### src/sv/deferred_and_periodic_timer_table_top_assert.svh
// ----------------------------------------------------------------------------
// Assertion macros for the timer table
// Implication checks on the rising clock edge, disabled while reset is low.
// ----------------------------------------------------------------------------
`ifndef DEFERRED_AND_PERIODIC_TIMER_TABLE_TOP_ASSERT_SVH
`define DEFERRED_AND_PERIODIC_TIMER_TABLE_TOP_ASSERT_SVH

`ifndef SYNTH

// Same-cycle implication
`define DPT_ASSERT_IMPL(label, clk, rst_n, a, b) \
  label: assert property (@(posedge clk) disable iff (!(rst_n)) (a) |-> (b)) \
    else $error("assertion failed: a implies b");

// Next-cycle implication
`define DPT_ASSERT_NEXT(label, clk, rst_n, a, b) \
  label: assert property (@(posedge clk) disable iff (!(rst_n)) (a) |=> (b)) \
    else $error("assertion failed: a implies b next cycle");

`else

`define DPT_ASSERT_IMPL(label, clk, rst_n, a, b)
`define DPT_ASSERT_NEXT(label, clk, rst_n, a, b)

`endif

`endif

### src/sv/dpt_pkg.sv
// ----------------------------------------------------------------------------
// Timer table package
// Slot count, field codes, payload structs and controller/datapath links.
// ----------------------------------------------------------------------------
`default_nettype none

package dpt_pkg;

  // Slot count and index width
  localparam int SLOTS = 16;
  localparam int IDX_W = (SLOTS > 1) ? $clog2(SLOTS) : 1;

  // Command codes
  localparam logic [2:0] CMD_TICK      = 3'd0;
  localparam logic [2:0] CMD_ADD_NEXT  = 3'd1;
  localparam logic [2:0] CMD_ADD_DELAY = 3'd2;
  localparam logic [2:0] CMD_ADD_PER   = 3'd3;
  localparam logic [2:0] CMD_ADD_EVERY = 3'd4;
  localparam logic [2:0] CMD_REMOVE    = 3'd5;

  // Result event codes
  localparam logic [2:0] EV_FIRED    = 3'd0;
  localparam logic [2:0] EV_DONE     = 3'd1;
  localparam logic [2:0] EV_ADDED    = 3'd2;
  localparam logic [2:0] EV_FULL     = 3'd3;
  localparam logic [2:0] EV_REMOVED  = 3'd4;
  localparam logic [2:0] EV_NOTFOUND = 3'd5;

  // Timer kinds
  localparam logic [1:0] KIND_NEXT     = 2'd0;
  localparam logic [1:0] KIND_DELAYED  = 2'd1;
  localparam logic [1:0] KIND_PERIODIC = 2'd2;
  localparam logic [1:0] KIND_EVERY    = 2'd3;

  typedef struct packed {
    logic [2:0]  command;
    logic [19:0] elapsed_us;
    logic [31:0] limit_us;
    logic [15:0] callback_tag;
    logic [3:0]  target_slot;
  } dpt_in_t;

  typedef struct packed {
    logic [2:0]  event_res;
    logic [3:0]  slot_index;
    logic [15:0] tag_out;
    logic [1:0]  timer_kind;
    logic        last_of_run;
  } dpt_out_t;

  // Controller to datapath
  typedef struct packed {
    logic capture;
    logic scan_step;
    logic emit_fire;
    logic next_kind;
    logic push_done;
    logic single;
  } dpt_cmd_t;

  // Datapath to controller
  typedef struct packed {
    logic scan_last;
    logic fire_found;
    logic kind_last;
    logic out_free;
  } dpt_sts_t;

endpackage

`default_nettype wire

### src/sv/dpt_ctrl.sv
// ----------------------------------------------------------------------------
// Timer table controller
// Sequences scan, fire emission and single add/remove operations.
// ----------------------------------------------------------------------------
`default_nettype none

module dpt_ctrl import dpt_pkg::*; (
  input  wire logic       clk_i,
  input  wire logic       rst_ni,
  input  wire logic       in_valid_i,
  input  wire logic [2:0] in_command_i,
  output logic            in_ready_o,
  input  wire dpt_sts_t   sts_i,
  output dpt_cmd_t        cmd_o
);

  typedef enum logic [1:0] {
    ST_IDLE,
    ST_SCAN,
    ST_EMIT,
    ST_SINGLE
  } state_e;

  state_e state_q, state_d;

  // Decode commands and next state
  always_comb begin
    cmd_o   = '0;
    state_d = state_q;
    unique case (state_q)
      ST_IDLE: begin
        if (in_valid_i) begin
          cmd_o.capture = 1'b1;
          if (in_command_i == CMD_TICK) begin
            state_d = ST_SCAN;
          end else if (in_command_i <= CMD_REMOVE) begin
            state_d = ST_SINGLE;
          end
        end
      end
      ST_SCAN: begin
        cmd_o.scan_step = 1'b1;
        if (sts_i.scan_last) begin
          state_d = ST_EMIT;
        end
      end
      ST_EMIT: begin
        priority if (sts_i.fire_found) begin
          cmd_o.emit_fire = sts_i.out_free;
        end else if (!sts_i.kind_last) begin
          cmd_o.next_kind = 1'b1;
        end else begin
          // Issue the done item once the result register is free
          if (sts_i.out_free) begin
            cmd_o.push_done = 1'b1;
            state_d         = ST_IDLE;
          end
        end
      end
      ST_SINGLE: begin
        if (sts_i.out_free) begin
          cmd_o.single = 1'b1;
          state_d      = ST_IDLE;
        end
      end
      default: state_d = ST_IDLE;
    endcase
  end

  assign in_ready_o = (state_q == ST_IDLE);

  // Hold state
  always_ff @(posedge clk_i or negedge rst_ni) begin
    if (!rst_ni) begin
      state_q <= ST_IDLE;
    end else begin
      state_q <= state_d;
    end
  end

endmodule

`default_nettype wire

### src/sv/dpt_dp.sv
// ----------------------------------------------------------------------------
// Timer table datapath
// Slot storage, one-slot-per-cycle counter update, fire search, result register.
// ----------------------------------------------------------------------------
`default_nettype none

module dpt_dp import dpt_pkg::*; (
  input  wire logic    clk_i,
  input  wire logic    rst_ni,
  input  wire dpt_in_t in_data_i,
  input  wire logic    out_ready_i,
  output logic         out_valid_o,
  output dpt_out_t     out_data_o,
  input  wire dpt_cmd_t cmd_i,
  output dpt_sts_t     sts_o
);

  logic [SLOTS-1:0] valid_q;
  logic [SLOTS-1:0] pend_q;
  logic [1:0]       kind_q [SLOTS];
  logic [31:0]      cnt_q  [SLOTS];
  logic [31:0]      lim_q  [SLOTS];
  logic [15:0]      tag_q  [SLOTS];

  dpt_in_t          req_q;
  logic [IDX_W-1:0] idx_q;
  logic [1:0]       kind_sel_q;
  logic             out_valid_q;
  dpt_out_t         out_q;

  // Scan: saturating add and fire test for the current slot
  logic [1:0]  cur_kind;
  logic [32:0] sum;
  logic [31:0] sat;
  logic        kind_fire;
  logic        scan_fire;
  logic        timed;

  assign cur_kind = kind_q[idx_q];
  assign sum      = {1'b0, cnt_q[idx_q]} + 33'(req_q.elapsed_us);
  assign sat      = sum[32] ? 32'hFFFF_FFFF : sum[31:0];
  assign timed    = (cur_kind == KIND_DELAYED) || (cur_kind == KIND_PERIODIC);

  always_comb begin
    unique case (cur_kind)
      KIND_NEXT:     kind_fire = 1'b1;
      KIND_DELAYED:  kind_fire = (sat > lim_q[idx_q]);
      KIND_PERIODIC: kind_fire = (sat >= lim_q[idx_q]);
      default:       kind_fire = 1'b1;
    endcase
  end

  assign scan_fire = valid_q[idx_q] && kind_fire;

  // Find lowest pending slot of the selected kind
  logic             fire_found;
  logic [IDX_W-1:0] fire_idx;

  always_comb begin
    fire_found = 1'b0;
    fire_idx   = '0;
    for (int i = SLOTS - 1; i >= 0; i--) begin
      if (pend_q[i] && (kind_q[i] == kind_sel_q)) begin
        fire_found = 1'b1;
        fire_idx   = IDX_W'(i);
      end
    end
  end

  // Find lowest free slot for an add
  logic             free_found;
  logic [IDX_W-1:0] free_idx;

  always_comb begin
    free_found = 1'b0;
    free_idx   = '0;
    for (int i = SLOTS - 1; i >= 0; i--) begin
      if (!valid_q[i]) begin
        free_found = 1'b1;
        free_idx   = IDX_W'(i);
      end
    end
  end

  // Decode the single request
  logic             is_add;
  logic [1:0]       add_kind;
  logic [IDX_W-1:0] tgt_idx;
  logic             tgt_ok;

  assign is_add   = (req_q.command != CMD_REMOVE);
  assign add_kind = 2'(req_q.command - CMD_ADD_NEXT);
  assign tgt_idx  = IDX_W'(req_q.target_slot);
  assign tgt_ok   = (32'(req_q.target_slot) < 32'(SLOTS)) && valid_q[tgt_idx] &&
                    ((kind_q[tgt_idx] == KIND_PERIODIC) || (kind_q[tgt_idx] == KIND_EVERY));

  // Build the next result item
  dpt_out_t res;

  always_comb begin
    res = '0;
    priority if (cmd_i.emit_fire) begin
      res.event_res  = EV_FIRED;
      res.slot_index = 4'(fire_idx);
      res.tag_out    = tag_q[fire_idx];
      res.timer_kind = kind_sel_q;
    end else if (cmd_i.push_done) begin
      res.event_res   = EV_DONE;
      res.last_of_run = 1'b1;
    end else if (is_add) begin
      res.event_res   = free_found ? EV_ADDED : EV_FULL;
      res.slot_index  = free_found ? 4'(free_idx) : 4'd0;
      res.tag_out     = req_q.callback_tag;
      res.timer_kind  = add_kind;
      res.last_of_run = 1'b1;
    end else begin
      res.event_res   = tgt_ok ? EV_REMOVED : EV_NOTFOUND;
      res.slot_index  = req_q.target_slot;
      res.tag_out     = tgt_ok ? tag_q[tgt_idx] : 16'd0;
      res.timer_kind  = tgt_ok ? kind_q[tgt_idx] : KIND_NEXT;
      res.last_of_run = 1'b1;
    end
  end

  logic push;
  assign push = cmd_i.emit_fire || cmd_i.push_done || cmd_i.single;

  // Control state: valid bits, pending bits, walk indexes, result valid
  always_ff @(posedge clk_i or negedge rst_ni) begin
    if (!rst_ni) begin
      valid_q     <= '0;
      pend_q      <= '0;
      idx_q       <= '0;
      kind_sel_q  <= KIND_NEXT;
      out_valid_q <= 1'b0;
    end else begin
      if (cmd_i.capture) begin
        idx_q      <= '0;
        kind_sel_q <= KIND_NEXT;
      end
      if (cmd_i.scan_step) begin
        pend_q[idx_q] <= scan_fire;
        if (scan_fire && ((cur_kind == KIND_NEXT) || (cur_kind == KIND_DELAYED))) begin
          valid_q[idx_q] <= 1'b0;
        end
        idx_q <= idx_q + 1'b1;
      end
      if (cmd_i.emit_fire) begin
        pend_q[fire_idx] <= 1'b0;
      end
      if (cmd_i.next_kind) begin
        kind_sel_q <= kind_sel_q + 2'd1;
      end
      if (cmd_i.single) begin
        if (is_add && free_found) begin
          valid_q[free_idx] <= 1'b1;
        end else if (!is_add && tgt_ok) begin
          valid_q[tgt_idx] <= 1'b0;
        end
      end
      if (push) begin
        out_valid_q <= 1'b1;
      end else if (out_ready_i) begin
        out_valid_q <= 1'b0;
      end
    end
  end

  // Payload: request, slot fields, result
  always_ff @(posedge clk_i) begin
    if (cmd_i.capture) begin
      req_q <= in_data_i;
    end
    if (cmd_i.scan_step && valid_q[idx_q] && timed) begin
      cnt_q[idx_q] <= kind_fire ? 32'd0 : sat;
    end
    if (cmd_i.single && is_add && free_found) begin
      kind_q[free_idx] <= add_kind;
      cnt_q[free_idx]  <= 32'd0;
      lim_q[free_idx]  <= req_q.limit_us;
      tag_q[free_idx]  <= req_q.callback_tag;
    end
    if (push) begin
      out_q <= res;
    end
  end

  assign out_valid_o     = out_valid_q;
  assign out_data_o      = out_q;
  assign sts_o.scan_last  = (idx_q == IDX_W'(SLOTS - 1));
  assign sts_o.fire_found = fire_found;
  assign sts_o.kind_last  = (kind_sel_q == KIND_EVERY);
  assign sts_o.out_free   = !out_valid_q || out_ready_i;

endmodule

`default_nettype wire

### src/sv/deferred_and_periodic_timer_table_top.sv
// ----------------------------------------------------------------------------
// Deferred and periodic timer table
// Slot table of next-tick, delayed, periodic and every-tick timers.
//
//   channel  direction  handshake              payload
//   in       input      in_valid_i/in_ready_o   in_data_i   (dpt_in_t)
//   out      output     out_valid_o/out_ready_i out_data_o  (dpt_out_t)
//
// A tick is accepted, scans all SLOTS slots (one counter add and compare
// per slot), then emits one fire event per pending slot for each of the
// four kinds in turn, the last issuing the done item. Add and remove wait
// for a free result register. Reset clears all slot valid bits at once.
// A stalled output register holds emission until the result is taken.
// ----------------------------------------------------------------------------
`default_nettype none

module deferred_and_periodic_timer_table_top import dpt_pkg::*; (
  input  wire logic    clk_i,
  input  wire logic    rst_ni,
  input  wire logic    in_valid_i,
  output logic         in_ready_o,
  input  wire dpt_in_t in_data_i,
  output logic         out_valid_o,
  input  wire logic    out_ready_i,
  output dpt_out_t     out_data_o
);

  dpt_cmd_t cmd;
  dpt_sts_t sts;

  dpt_ctrl u_ctrl (
    .clk_i        (clk_i),
    .rst_ni       (rst_ni),
    .in_valid_i   (in_valid_i),
    .in_command_i (in_data_i.command),
    .in_ready_o   (in_ready_o),
    .sts_i        (sts),
    .cmd_o        (cmd)
  );

  dpt_dp u_dp (
    .clk_i       (clk_i),
    .rst_ni      (rst_ni),
    .in_data_i   (in_data_i),
    .out_ready_i (out_ready_i),
    .out_valid_o (out_valid_o),
    .out_data_o  (out_data_o),
    .cmd_i       (cmd),
    .sts_o       (sts)
  );

`include "deferred_and_periodic_timer_table_top_assert.svh"

  // An accepted tick, add or remove leaves the idle state
  `DPT_ASSERT_NEXT(a_busy_after_req, clk_i, rst_ni, in_valid_i && in_ready_o && (in_data_i.command <= CMD_REMOVE), !in_ready_o)

  // No result is produced while idle
  `DPT_ASSERT_IMPL(a_no_push_idle, clk_i, rst_ni, in_ready_o, !(cmd.emit_fire || cmd.push_done || cmd.single))

  // Never overwrite a result that is still waiting
  `DPT_ASSERT_IMPL(a_no_overwrite, clk_i, rst_ni, out_valid_o && !out_ready_i, !(cmd.emit_fire || cmd.push_done || cmd.single))

endmodule

`default_nettype wire
### config.mk
export PLATFORM = sky130hd
export DESIGN_NAME = deferred_and_periodic_timer_table_top
export DESIGN_NICKNAME = d
export VERILOG_FILES = /design/src/sv/dpt_pkg.sv /design/src/sv/dpt_ctrl.sv /design/src/sv/dpt_dp.sv /design/src/sv/deferred_and_periodic_timer_table_top.sv
export VERILOG_INCLUDE_DIRS = /design/src /design/src/sv
export SDC_FILE = /design/constraint.sdc
export NUM_CORES = 2
export LEC_CHECK = 0
export ABC_AREA = 1
export ABC_CLOCK_PERIOD_IN_PS = 7100
export BUFFER_PORTS_ARGS = -buffer_cell sky130_fd_sc_hd__clkbuf_2
export CAP_MARGIN = 10
export CORE_ASPECT_RATIO = 0.5
export CORE_UTILIZATION = 51
export CTS_CLUSTER_DIAMETER = 120
export DETAILED_ROUTE_END_ITERATION = 10
export GPL_TIMING_DRIVEN = 0
export MAX_ROUTING_LAYER = met4
export PLACE_DENSITY_LB_ADDON = 0.2
export SETUP_SLACK_MARGIN = 0.5
export SYNTH_ARGS = -nofsm -noshare
export SYNTH_HDL_FRONTEND = slang
export SYNTH_SLANG_ARGS = --single-unit
### constraint.sdc
create_clock -name clk_i -period 7.1 [get_ports clk_i]
set_input_delay 0.71 -clock clk_i [delete_from_list [all_inputs] [get_ports clk_i]]
set_output_delay 0.71 -clock clk_i [all_outputs]
set_load 0.01 [all_outputs]
Word-level counts from Yosys, hierarchy flattened

Memory sizes are Yosys's and may differ from the RTL's. A register that Yosys moved wholly into a read port is not among the register bits.
Cells that the tools add are included.

Bits in registers: 142
Bits in latches: 0
RAM bits: 1312
Memory bits (read-only): 0
Input bits: 79
Output and inout bits: 28
Memories: 4

Memory list:

| name        | depth | width | read ports | clocked after memory_dff | wr ports | RTL line     | source |
|---|---|---|---|---|---|---|---|
| u_dp.cnt_q  | 16    | 32    | 1          | 0                        | 1        | dpt_dp.sv:21 | `logic [31:0] cnt_q [SLOTS];` |
| u_dp.lim_q  | 16    | 32    | 1          | 0                        | 1        | dpt_dp.sv:22 | `logic [31:0] lim_q [SLOTS];` |
| u_dp.tag_q  | 16    | 16    | 2          | 1                        | 1        | dpt_dp.sv:23 | `logic [15:0] tag_q [SLOTS];` |
| u_dp.kind_q | 16    | 2     | 18         | 1                        | 1        | dpt_dp.sv:20 | `logic [1:0] kind_q [SLOTS];` |

$add $sub $neg: 4
Multiply operators: 0
Divide/modulo/power cells: 0
$lt $le $gt $ge: 11
Eq/ne operators: 31
Shift operators: 0
Multiplexer cells: 130
Bitwise operators: 7
Reduce and logical (&&, ||, !) cells: 46

Operator list:

| operator             | number |
|---|---|
| $mux W4              | 38 |
| $mux W16             | 8 |
| $mux W32             | 3 |
| $mux W1              | 57 |
| $and A16 B16 Y16     | 3 |
| $not A16 Y16         | 3 |
| $mux W22             | 2 |
| $add A32 B20 Y33     | 1 |
| $eq A2 B2 Y1         | 16 |
| $ge A32 B32 Y1       | 1 |
| $gt A32 B32 Y1       | 1 |
| $reduce_or A32 Y1    | 1 |
| $logic_and A1 B1 Y1  | 29 |
| $mux W26             | 1 |
| $mux W2              | 11 |
| $lt A4 B5 Y1 const B | 4 |
| $bwmux W16           | 1 |
| $demux W1 S4         | 4 |
| $ge A4 B1 Y1 const B | 4 |
| $or A16 B16 Y16      | 1 |
| $eq A2 B2 Y1 const B | 6 |
| $bmux W1 S4          | 2 |
| $pmux W2 S4          | 1 |
| $logic_or A1 B1 Y1   | 6 |
| 18 further kinds     | 25 |

Depth between registers and ports, before layout

An unclocked memory read counts as a cell.

Depth after elaboration: 26
Gate-level depth with buffers: 51
Gate-level depth less buffers: 41

Hierarchy

A second synthesis with hierarchy kept.

Cell total of the unflattened synthesis: 6792
Area, all modules: 66092.1 µm²

Modules (own cells, without submodules):

| module   | times used | cells each | area an instance (µm²) |
|---|---|---|---|
| dpt_dp   | 1          | 6755       | 65861.9 |
| dpt_ctrl | 1          | 37         | 230.2 |

Worst setup path before layout

OpenSTA, ideal clock, no wires.

Kind: reg-to-reg
From: register u_dp.idx_q[0]
To: memory u_dp.cnt_q[0][7], data pin
Setup time: 0.291 ns
Arrival: 6.592 ns
Path slack: 0.217 ns
Cell stages (with the launch flop): 43
Buffers on the path: 10
Period minus slack after synthesis: 6.883 ns
Path through: dfrtp_1 buf_6 buf_4 buf_6 buf_2 buf_2 buf_2 buf_2 clkbuf_1 o21ai_0 o22ai_1 nand2_1 nand4_1 ha_1 fa_1 nand3_1 nor2_1 nor2_2 [... 7 more ...] inv_2 nor2_2 inv_2 buf_6 nand3_2 ha_1 nand2_1 nor2_1 nand4_1 nor4_1 nand3_1 a21o_1 nand2_1 nand2_1 nor2_1 inv_2 clkbuf_1 a21oi_1

Longest elaborated chain between the ends: 7
Elaborated cells between the ends (all ways): 12

Ends and longest elaborated chain:

| element                                                 | RTL line                   | source |
|---|---|---|
| start, declared                                         | dpt_dp.sv:26               | `logic [IDX_W-1:0] idx_q;` |
| start signal, assigned                                  | dpt_dp.sv:146              | `idx_q <= idx_q + 1'b1;` |
| $mem_v2 Z16 W32                                         | -                          |  |
| $add A32 B20 Y33                                        | dpt_dp.sv:40               | `assign sum = {1'b0, cnt_q[idx_q]} + 33'(req_q.elapsed_us);` |
| $mux W32                                                | dpt_dp.sv:41               | `assign sat = sum[32] ? 32'hFFFF_FFFF : sum[31:0];` |
| $ge A32 B32 Y1 / $gt A32 B32 Y1 (equally long branches) | dpt_dp.sv:48, dpt_dp.sv:47 |  |
| $pmux W1 S2                                             | dpt_dp.sv:45               | `unique case (cur_kind)` |
| $mux W32 (*)                                            | dpt_dp.sv:175              | `cnt_q[idx_q] <= kind_fire ? 32'd0 : sat;` |
| $mux W32 (no line) (*)                                  | -                          |  |
| end, declared                                           | dpt_dp.sv:21               |  |

Every way passes the cells marked *; elsewhere a longest branch is shown, timed or not.

Final worst setup path

From: register u_dp.idx_q[1]
To: memory u_dp.cnt_q[7][6], data pin

Same word-level chain as after synthesis.

==> impl_metrics.env <==
export IMPL_grt_start_max_net_pins=51
export IMPL_hp_class="input port to flop"
export IMPL_cts_buffers_inserted=130
export IMPL_cts_root_buffer_cell="sky130_fd_sc_hd__clkbuf_16"
export IMPL_die_area_um2=124800
export IMPL_grt_total_usage=0.3567
export IMPL_worst_supply_voltage_drop_on_vdd_mv=0.4162
export IMPL_drtPass1Iterations=9
export IMPL_cp_required_ns=7.62
export IMPL_floorplan_io_pins=107
export IMPL_maxSlewHeadroom=0.06023
export IMPL_sequentialPowerShare=0.322
export IMPL_tritoncts="built"
export IMPL_cap_violations=0
export IMPL_post_layout_total_power_mw=39.24
export IMPL_synth_edf_count=1413
export IMPL_total_number_of_nets_in_the_final_design=5863
export IMPL_pwr_share_comb=0.499
export IMPL_detail_route_vias_per_cell=6.523
export IMPL_antenna_found_initial=6
export IMPL_layout_cell_area_non_filler_um2=74290
export IMPL_antenna_left=0
export IMPL_route_final_wire_length_mm=219.9
export IMPL_gp_congestion=0.9677
export IMPL_placementRows=90
export IMPL_setup_worst_path_start_class="flop"
export IMPL_worst_path_largest_cell_delay_ns=0.69
export IMPL_worst_setup_hold_path_clk_slew_ns=0.07
export IMPL_horizontal_die_dimension_um=498.6
export IMPL_power_switching_fraction=0.4262
export IMPL_route_vias_total=48480
export IMPL_finalCritPeriodShare=0.9955
export IMPL_synthesis_area_per_instance_um2=11.85
export IMPL_setup_repair_after_global_routing_missed_its_margin="yes"
export IMPL_drv_slew=0
export IMPL_multi_input_logic_area_um2=18010
export IMPL_ys_warn_count=0
export IMPL_holdPathStages=1
export IMPL_cts_buffer_depth=3
export IMPL_timing_final_crit_period_ns=7.068
export IMPL_detail_route_wl_per_cell_um=29.59
export IMPL_critical_path_class="flop to flop"
export IMPL_path_max_fanout=10
export IMPL_worstMarginPinSlew_ns=1.410
export IMPL_postSynthRegisterBits=1458
export IMPL_seq_area_frac_synth=0.6922
export IMPL_detailed_place_area_um2=67000
export IMPL_numClockSinks=1458
export IMPL_place_hpwl_mm=147.2
export IMPL_postSynth_asyncResetShare=0.02812
export IMPL_setup_violations=0
export IMPL_worst_skew_pair_late_latency_ns=0.79
export IMPL_drive_above_1_share=0.1488
export IMPL_globalRouteOverflowTotal=0
export IMPL_critPathCaptureType="flop"
export IMPL_final_hold_viol_count=0
export IMPL_drt_first_iter_violations=7709
export IMPL_status="completed"
export IMPL_reg2reg_depth=40
export IMPL_yosys_cell_types_count=65
export IMPL_number_of_buffer_cells_added_on_primary_ports=106
export IMPL_synth_nets=5449
export IMPL_most_used_flip_flop_cell_after_synthesis="sky130_fd_sc_hd__edfxtp_1"
export IMPL_clockPowerShare=0.180
export IMPL_grt_pass1_wl_mm=312.7
export IMPL_flow_area_growth_from_synthesis_pct=18.12
export IMPL_register_area_um2=43540
export IMPL_post_route_drc_count=0
export IMPL_worstPathArrival_ns=7.59
export IMPL_core_um2=121400
export IMPL_fin_setup_tns_ns=0
export IMPL_power_leakage_nw=25.94
export IMPL_cts_max_level=4
export IMPL_power_switching_mw=16.73
export IMPL_initial_core_utilization=0.5181
export IMPL_first_global_vias=46020
export IMPL_die_height_um=250.3
export IMPL_syn_inst=5308
export IMPL_power_density_cell_area_nw_per_um2=528.2
export IMPL_layout_filler_cells=9278
export IMPL_power_internal_mw=22.52
export IMPL_synth_cell_area_um2=62900
export IMPL_critPathSlowestCell="sky130_fd_sc_hd__clkbuf_1"
export IMPL_fin_worst_skew_ns=0.04133
export IMPL_timing_fmax_ghz=0.1415
==> cells by family after synthesis <==
kind of cell    synth area share
mux                    0.0005371
fa+ha+maj                0.01245
xor+xnor                0.005013
simple gates              0.1275
flops                     0.6922
compound gates            0.1213
buf+inv                  0.04096
==> cell usage after synthesis, drive strengths merged, types with 37 or more instances <==
cell	count	share of area
nand4	174	0.017
dfrtp	41	0.016
a22oi	37	0.0044
clkbuf	219	0.013
o22ai	235	0.023
o221ai	82	0.011
nor2	736	0.045
nand2	639	0.038
inv	224	0.013
nand3	245	0.020
ha	61	0.012
o21ai	700	0.056
buf	135	0.014
edfxtp	1413	0.67
a21oi	151	0.012
==> sequential cells by signal, indices dropped and copies added, names as in the netlist, named ones only <==
register,cells
u_dp.kind_q,32
u_dp.req_q,71
u_dp.idx_q,4
u_dp.lim_q,512
u_dp.cnt_q,512
u_ctrl.state_q,2
u_dp.valid_q,16
u_dp.pend_q,16
u_dp.out_valid_o,1
u_dp.tag_q,256
u_dp.tgt_idx,4
u_dp.kind_sel_q,2
u_dp.out_data_o,26
==> final timing paths <==
check,start,end,slack [ns]
min in group asynchronous,rst_ni,u_dp.valid_q[6]$_DFF_PN0_,0.34
worst min register to register,u_dp.pend_q[5]$_DFF_PN0_,u_dp.pend_q[5]$_DFF_PN0_,0.56
worst max register to register,u_dp.idx_q[1]$_DFFE_PN0P_,u_dp.cnt_q[7][6]$_DFFE_PP_,0.03
worst max-delay path,u_dp.idx_q[1]$_DFFE_PN0P_,u_dp.cnt_q[7][6]$_DFFE_PP_,0.03
worst min-delay path,in_data_i[41],u_dp.req_q[41]$_DFFE_PP_,0.11
max in group asynchronous,rst_ni,u_ctrl.state_q[0]$_DFFE_PN0P_,6.25
==> cell usage in the layout, fill, tap and decap left out, drive strengths merged, types with 82 or more instances in the layout <==
cell,n
a21oi,151
buf,305
clkbuf,482
edfxtp,1413
inv,228
nand2,639
nand3,245
nand4,174
nor2,736
o21ai,700
o221ai,82
o22ai,235
==> stage by stage <==
stage	util	setup WS (ns)	hold WS (ns)	cells
finish	0.6120	0.03187	0.1082	7433
global route	0.6120	-0.1178	0.09450	7432
CTS	0.6064	-0.03556	0.07063	7406
floorplan	-	0.4803	0.4144	5308
detailed placement	0.5519	-3.789	0.5632	7077
global placement	0.5401	-3.653	0.5488	7024
==> what timing repair did <==
| item | 4_1_cts | 5_1_grt |
|---|---|---|
| hold endpoints to repair | 0 | 8 |
| hold buffers | 0 | 1 |
| setup endpoints to repair | 544 | 544 |
| cloned | 10 | 3 |
| buffers inserted | 89 | 19 |
| pin swaps | 55 | 54 |
| gates resized for setup | 369 | 134 |
==> cell type report <==
type                    count  area share
flip-flops and latches   1458      0.5860
multi-input cells        3266      0.2424
clock buffers             159     0.04638
repair buffers            275     0.04133
plain buffers             354     0.03478
well taps                1610     0.02712
inverters                 230     0.01243
clock inverters            71    0.008640
repair inverters            7   0.0007579
diodes                      3   0.0001011
==> per-layer routing <==
| layer | routed length, um | vias up | track usage |
|---|---|---|---|
| li1 | - | 20480 | - |
| met3 | 25750 | 571 | 0.05803 |
| met2 | 99290 | 3542 | 0.5377 |
| met4 | 7939 | 0 | 0.1335 |
| met1 | 86960 | 23890 | 0.4899 |
| met5 | 0 | - | - |
==> critical path: cells and delay by family, from the launching register on <==
kind | cells | cell delay [ns]
adder cells (fa/ha/maj) | 2 | 0.61
AO/OA/AOI/OAI | 12 | 1.98
buffers and inverters | 14 | 2.63
AND/OR/NAND/NOR | 12 | 1.07
flip-flops | 1 | 0.48
==> power by group through the flow <==
| stage | Sequential, mW | Clock (mW) | Combinational (mW) |
|---|---|---|---|
| after CTS | 12.6 | 7.07 | 17.9 |
| after detailed placement | 12.8 | 0 | 14.6 |
| after floorplan | 12.6 | 0 | 8.82 |
| after global placement | 12.9 | 0 | 13.9 |
| final | 12.6 | 7.06 | 19.6 |
| after global routing | 12.7 | 7.41 | 20.5 |
No activity file was read; power rests on OpenSTA's default activity.
